`config.mk`:
```
export PLATFORM = sky130hd
export DESIGN_NAME = imufd_scale_lane
export DESIGN_NICKNAME = d
export VERILOG_FILES = /design/src/sv/imufd_pkg.sv /design/src/sv/imufd_scale_lane.sv
export SDC_FILE = /design/constraint.sdc
export NUM_CORES = 1
export LEC_CHECK = 0
export ABC_AREA = 1
export BUFFER_PORTS_ARGS = -buffer_cell sky130_fd_sc_hd__buf_4
export CORE_UTILIZATION = 65
export DETAILED_ROUTE_END_ITERATION = 10
export PLACE_DENSITY_LB_ADDON = 0.1
export SLEW_MARGIN = 15
export SYNTH_ARGS = -nofsm -noshare
export SYNTH_HDL_FRONTEND = slang
export SYNTH_SLANG_ARGS = --single-unit
```
`constraint.sdc`:
```
create_clock -name vclk -period 10.9
set_input_delay 1.09 -clock vclk [all_inputs]
set_output_delay 1.09 -clock vclk [all_outputs]
set_load 0.01 [all_outputs]
```
`src/sv/imufd_pkg.sv`:
```
package imufd_pkg;

  // Field widths
  localparam int unsigned RAW_W   = 16;
  localparam int unsigned MAG_W   = RAW_W + 1;
  localparam int unsigned SCALE_W = 32;
  localparam int unsigned OUT_W   = 48;
  localparam int unsigned TEMP_W  = 17;
  localparam int unsigned SEQ_W   = 32;
  localparam int unsigned TAG_W   = 5;

  // Tag codes carried in tag_byte[7:3]
  localparam logic [TAG_W-1:0] TAG_GYRO  = 5'h01;
  localparam logic [TAG_W-1:0] TAG_ACCEL = 5'h02;
  localparam logic [TAG_W-1:0] TAG_THERM = 5'h03;

  // Temperature offset: 25 C in Q8.8
  localparam logic signed [TEMP_W-1:0] TEMP_OFFSET = 17'sd6400;

  // Configuration register indexes and reset values
  localparam logic CFG_ACCEL_GAIN = 1'b0;
  localparam logic CFG_GYRO_GAIN  = 1'b1;
  localparam logic [SCALE_W-1:0] ACCEL_GAIN_RST = 32'd4523010;
  localparam logic [SCALE_W-1:0] GYRO_GAIN_RST  = 32'd5233397;

  // One axis ready for scaling: magnitude and final sign
  typedef struct packed {
    logic             neg;
    logic [MAG_W-1:0] mag;
  } lane_t;

  // Sample waiting for the multiply stage
  typedef struct packed {
    lane_t [2:0]               acc;
    lane_t [2:0]               gyr;
    logic signed [TEMP_W-1:0]  temp;
    logic [SEQ_W-1:0]          seq;
  } stage_t;

  // Split a raw axis into magnitude and sign, folding in the axis negation
  function automatic lane_t make_lane(input logic signed [RAW_W-1:0] raw,
                                      input logic negate);
    lane_t            l;
    logic [MAG_W-1:0] ext;
    ext   = {raw[RAW_W-1], raw};
    l.neg = raw[RAW_W-1] ^ negate;
    l.mag = raw[RAW_W-1] ? (MAG_W'(0) - ext) : ext;
    return l;
  endfunction

endpackage

```
`src/sv/imufd_scale_lane.sv`:
```
module imufd_scale_lane #(
  parameter int UP_SHIFT = 0
) (
  input  imufd_pkg::lane_t                          lane,
  input  logic [imufd_pkg::SCALE_W-1:0]             scale,
  output logic signed [imufd_pkg::OUT_W-1:0]        value
);

  localparam int PROD_W = imufd_pkg::MAG_W + imufd_pkg::SCALE_W;
  localparam int SH_W   = PROD_W + UP_SHIFT;
  localparam int OW     = imufd_pkg::OUT_W;

  localparam logic [SH_W-1:0] POS_LIM = SH_W'({1'b0, {(OW-1){1'b1}}});
  localparam logic [SH_W-1:0] NEG_LIM = SH_W'({1'b1, {(OW-1){1'b0}}});

  logic [PROD_W-1:0] prod;
  logic [SH_W-1:0]   shifted;
  logic [SH_W-1:0]   sat;
  logic [OW-1:0]     mag;

  // Magnitude times scale, aligned to 2^-32 units
  assign prod    = PROD_W'(lane.mag) * PROD_W'(scale);
  assign shifted = SH_W'(prod) << UP_SHIFT;

  // Clamp to the 48-bit range for the final sign
  always_comb begin
    if (lane.neg) begin
      sat = (shifted > NEG_LIM) ? NEG_LIM : shifted;
    end else begin
      sat = (shifted > POS_LIM) ? POS_LIM : shifted;
    end
  end

  assign mag   = sat[OW-1:0];
  assign value = lane.neg ? signed'(OW'(0) - mag) : signed'(mag);

endmodule

```
* Word level (Yosys, flattened, before mapping)
Cells that the tools add are included.
** Storage, ports and cells
- Register bits after elaboration :: 0
- Latch bits :: 0
- RAM bits :: 0
- Memory bits (read-only) :: 0
- Input port bits :: 50
- Output and inout bits :: 48
- Logic and storage cells :: 8
- Memories :: 0
** Operators by class
- Add/subtract/negate cells :: 1
- Multipliers :: 1
- Divide/modulo/power cells :: 0
- $lt $le $gt $ge :: 2
- Equality and inequality tests :: 0
- Shift-type cells :: 0
- Mux-type cells :: 4
- Bitwise gates (word level) :: 0
- Reductions and logical operators :: 0
** Operators with widths (number)
- $mux W48 :: 4
- $gt A49 B47 Y1 const B :: 1
- $gt A49 B48 Y1 const B :: 1
- $mul A17 B32 Y49 :: 1
- $sub A1 B48 Y48 const A :: 1

* Depth between registers and ports, before layout
- Depth in word-level cells :: 6
- Depth in mapped cells :: 48
- Depth with buffers taken out :: 46

* Worst setup path after synthesis
No wires, ideal clock.
- Path type :: input to output
- Start point :: input scale[6] (netlist bit)
- End point :: output value[18] (netlist bit)
- Data arrival time :: 8038 ps
- Data required time :: 9810 ps
- Setup slack :: 1772 ps
- Stages :: 40
- Path buffers :: 4
- Path through :: clkbuf_1 -> clkbuf_1 -> nand2_1 -> fa_1 -> inv_1 -> fa_1 -> fa_1 -> fa_1 -> fa_1 -> inv_1 -> fa_1 -> inv_1 -> ha_1 -> nand2_1 -> inv_2 -> nand2_1 -> nand2_1 -> a21oi_2 -> (+4 left out) -> xor2_1 -> nand2_1 -> inv_2 -> nor2_4 -> clkinv_2 -> buf_2 -> buf_2 -> nand2_1 -> inv_1 -> ha_1 -> nand2_1 -> nor2_1 -> nand2_1 -> nor2_2 -> nand2_1 -> nor2_1 -> nor2_1 -> xor2_1
** Between the ends
- Word-level cells in the longest chain between the ends :: 6
- Elaborated cells on any way between the ends :: 8
- Classes of those cells :: 1 x add/sub; 1 x mul; 2 x order compare; 4 x mux
** RTL lines
- from (decl) :: RTL line imufd_scale_lane.sv:5 : input logic [imufd_pkg::SCALE_W-1:0] scale,
- $mul A17 B32 Y49 * :: RTL line imufd_scale_lane.sv:22 : assign prod = PROD_W'(lane.mag) * PROD_W'(scale);
- $gt A49 B47 Y1 / $gt A49 B48 Y1 (equally long branches) :: RTL line imufd_scale_lane.sv:30, imufd_scale_lane.sv:28
- $mux W48, on equally long branches :: RTL line imufd_scale_lane.sv:30, imufd_scale_lane.sv:28
- $mux W48 * :: RTL line imufd_scale_lane.sv:27 : if (lane.neg) begin
- $sub A1 B48 Y48 :: RTL line imufd_scale_lane.sv:35 : assign value = lane.neg ? signed'(OW'(0) - mag) : signed'(mag);
- $mux W48 * :: RTL line imufd_scale_lane.sv:35
- to (decl) :: RTL line imufd_scale_lane.sv:6 : output logic signed [imufd_pkg::OUT_W-1:0] value
Every way passes the cells marked *; elsewhere a longest branch is shown, timed or not.

* Worst setup path in the final report
- Start point :: input lane[11] (netlist bit)
- End point :: output value[46] (netlist bit)
** Between the ends
- Word-level cells in the longest chain between the ends :: 6
- Elaborated cells on any way between the ends :: 8
- Classes of those cells :: 1 x add/sub; 1 x mul; 2 x order compare; 4 x mux
** RTL lines
- from (decl) :: RTL line imufd_scale_lane.sv:4 : input imufd_pkg::lane_t lane,
- $mul A17 B32 Y49 * :: RTL line imufd_scale_lane.sv:22
- $gt A49 B47 Y1 / $gt A49 B48 Y1 (equally long branches) :: RTL line imufd_scale_lane.sv:30, imufd_scale_lane.sv:28
- $mux W48, on equally long branches :: RTL line imufd_scale_lane.sv:30, imufd_scale_lane.sv:28
- $mux W48 * :: RTL line imufd_scale_lane.sv:27
- $sub A1 B48 Y48 :: RTL line imufd_scale_lane.sv:35
- $mux W48 * :: RTL line imufd_scale_lane.sv:35
Marks and branches as above.

==> reports/results.md <==
- Row Count: 65
- TritonRoute pass-1 iters: 8
- final hold violations: 0
- kind of critical path: in -> out
- cell with the largest stage delay on the worst path: sky130_fd_sc_hd__fa_1
- net total in the final layout: 3764
- simple logic cell fraction of the synthesized area: 26.63%
- Final Wtd Congestion: 0.9532
- HP Class: in -> out
- share of post-route cells with drive strength above 1: 4.683%
- via count: 19074
- first-pass GRT wire length: 98600 um
- tightest slew margin relative to the limit: 65.70%
- wire per inst: 16.41 um
- global router's overall resource usage: 37.23%
- status: finished clean
- vias in the first global route: 20197
- area used by sequential logic in the layout: 0 sq um
- Met1 Routed Length: 22900 um
- DIE AREA: 0.03314 sq mm
- area growth from synthesis to final layout: 3.313%
- post-synthesis mux area share: 0.1069%
- Req. time, crit path: 9.81 ns
- met3 layer wire length in the routed design: 5152 um
- Cell Area, Synth: 0.02107 sq mm
- data arrival time of the critical path: 9.18 ns
- DRC violation total after the first TritonRoute iteration: 1359
- DR WL met2: 27960 um
- net count after synthesis: 3796
- Critical Path Start Type: input pin
- Total Negative Setup Slacks: 0 ns
- number of clock buffers in the layout: 0
- most frequent standard cell in the layout excluding fill and tap cells: sky130_fd_sc_hd__nand2_1
- largest driver fanout on the critical path: 56
- top routing layer used: met4
- Critical Path Sink: value[46]
- slowest stage delay, CP: 0.57 ns
- largest net degree at the start of global routing: 57
- number of buffers inserted by hold repair at cts: 0
- Worst-Margin Slew: 0.5145 ns
- I/O Buffers: 98
- number of antenna diodes: 0
- setup repair after global routing missed its margin: false
- post-route insts no fill: 3541
- largest area contributor in the synthesized netlist: sky130_fd_sc_hd__fa_1
- Post-DP HPWL: 47400 um
- number of warnings reported in the yosys synthesis log: 0
- number of antenna violations at the first check in global routing: 0
- routed via count divided by cell count: 5.387
- highest achievable clock rate: 0.09735 GHz
- final count of pins violating max slew: 0
- fillcell total: 2810
- vertical die dimension: 182.1 um
- DRT Wirelength: 58100 um
- Final period util: 94.24%
- Die X-Extent: 182.1 um
- post-synthesis compound-gate area fraction: 2.939%
- number of placed I/O pins: 98
- post-synthesis area per instance: 6.641 sq um
- number of distinct standard cells referenced by the synthesized netlist: 40
- most frequent cells in the layout: 1054 x sky130_fd_sc_hd__nand2_1, 929 x sky130_fd_sc_hd__inv_1, 449 x sky130_fd_sc_hd__fa_1
- number of sequential cells in the layout: 0
- Post CTS Setup Buffer Count: 0
- cell repeated most along the worst path: sky130_fd_sc_hd__nand2_1
- total congestion overflow after global routing: 0
- sequential element share of the synthesized area: 0%
- cell count after synthesis: 3173
- DRC viols: 0
- Synth area leaders: sky130_fd_sc_hd__fa_1 43%, sky130_fd_sc_hd__nand2_1 19%, sky130_fd_sc_hd__inv_1 17%, sky130_fd_sc_hd__ha_1 7.4%, sky130_fd_sc_hd__nor2_1 2.7%
- post-route antenna net violation count: 0
- Post-Place Cells: 3541
- Core Footprint: 0.03172 sq mm
- Post-Synth Adder-Cell Area: 50.02%
- Final setup viols: 0
- largest family of logic cells by synthesized area: adder cells
- initial cell density of the core: 66.43%
- worst hold slack across all endpoints: 2.798 ns
- synthesized-area fraction occupied by xor and xnor cells: 0.9560%
- source of the critical timing path: lane[11]
- Max Cap Violations: 0
- utilization after layout: 68.64%
- min Tclk post-route: 10.27 ns
- Worst Setup End Kind: primary output
- portion of synthesized cell area occupied by the leading cell type: 42.66%
stage by stage:
stage / setup WS (ns) / area (sq um)
global route: 0.1242 / 21770
floorplan: 1.772 / 21070
CTS: 0.5786 / 21770
finish: 0.6277 / 21770
global placement: 0.6705 / 21770
detailed placement: 0.6153 / 21770
worst min-delay path by stage:
stage	slack, ns	cells past startpoint	end	start
2_1_floorplan	2.42	4	value[0]	lane[0]
3_3_place_gp	2.77	5	value[34]	lane[17]
3_5_place_dp	2.79	5	value[34]	lane[17]
4_1_cts	2.79	5	value[34]	lane[17]
5_1_grt	2.83	4	value[34]	lane[17]
6_report	2.80	5	value[34]	lane[17]
repair_timing:
action / 4_1_cts / 5_1_grt
setup endpoints to repair: 0 / 3
endpoints found under the hold margin: 0 / 0
resized for setup: 0 / 1
per-layer routing:
metal / GRT usage [%] / vias up
met3: 4.969 / 173
met4: 12.81 / 0
met2: 63.56 / 891
met5: 0 / -
li1: - / 8837
met1: 48.96 / 9173
cell usage after synthesis, drive strengths merged:
| cell type | number |
|---|---|
| a21o | 4 |
| a21oi | 58 |
| a31oi | 2 |
| and2 | 4 |
| and3 | 1 |
| buf | 17 |
| clkbuf | 117 |
| clkinv | 2 |
| fa | 449 |
| ha | 124 |
| inv | 935 |
| mux2 | 2 |
| nand2 | 1067 |
| nand3 | 112 |
| nand3b | 14 |
| nand4 | 22 |
| nor2 | 166 |
| nor3 | 4 |
| nor4 | 2 |
| o211ai | 1 |
| o21a | 4 |
| o21ai | 39 |
| o21bai | 3 |
| o221ai | 1 |
| xnor2 | 13 |
| xor2 | 10 |
critical path, delay by kind of cell:
| kind | cells | cell delay [ns] |
|---|---|---|
| buffers and inverters | 9 | 1.44 |
| xor gates and xnor gates | 1 | 0.27 |
| and+or+nand+nor | 18 | 2.33 |
| adders and majority gates | 7 | 3.63 |
| AOI/OAI and AO/OA | 2 | 0.38 |
layout make-up:
cell class / instances / area, sq um / share of cell area [%]
multi-input combinational: 2102 / 16990 / 78.06
timing repair buffer: 100 / 754.5 / 3.466
inverter: 937 / 3518 / 16.16
tap: 402 / 503.0 / 2.310
logic make-up after synthesis:
| family | Yosys count |
|---|---|
| compound gates | 112 |
| fa+ha+maj | 573 |
| simple gates | 1392 |
| buf+inv | 1071 |
| mux | 2 |
| xor+xnor | 23 |
Power is left out: the tool's default activity adds up to more than one toggle a clock period on the data nets, which glitch-free logic cannot reach.
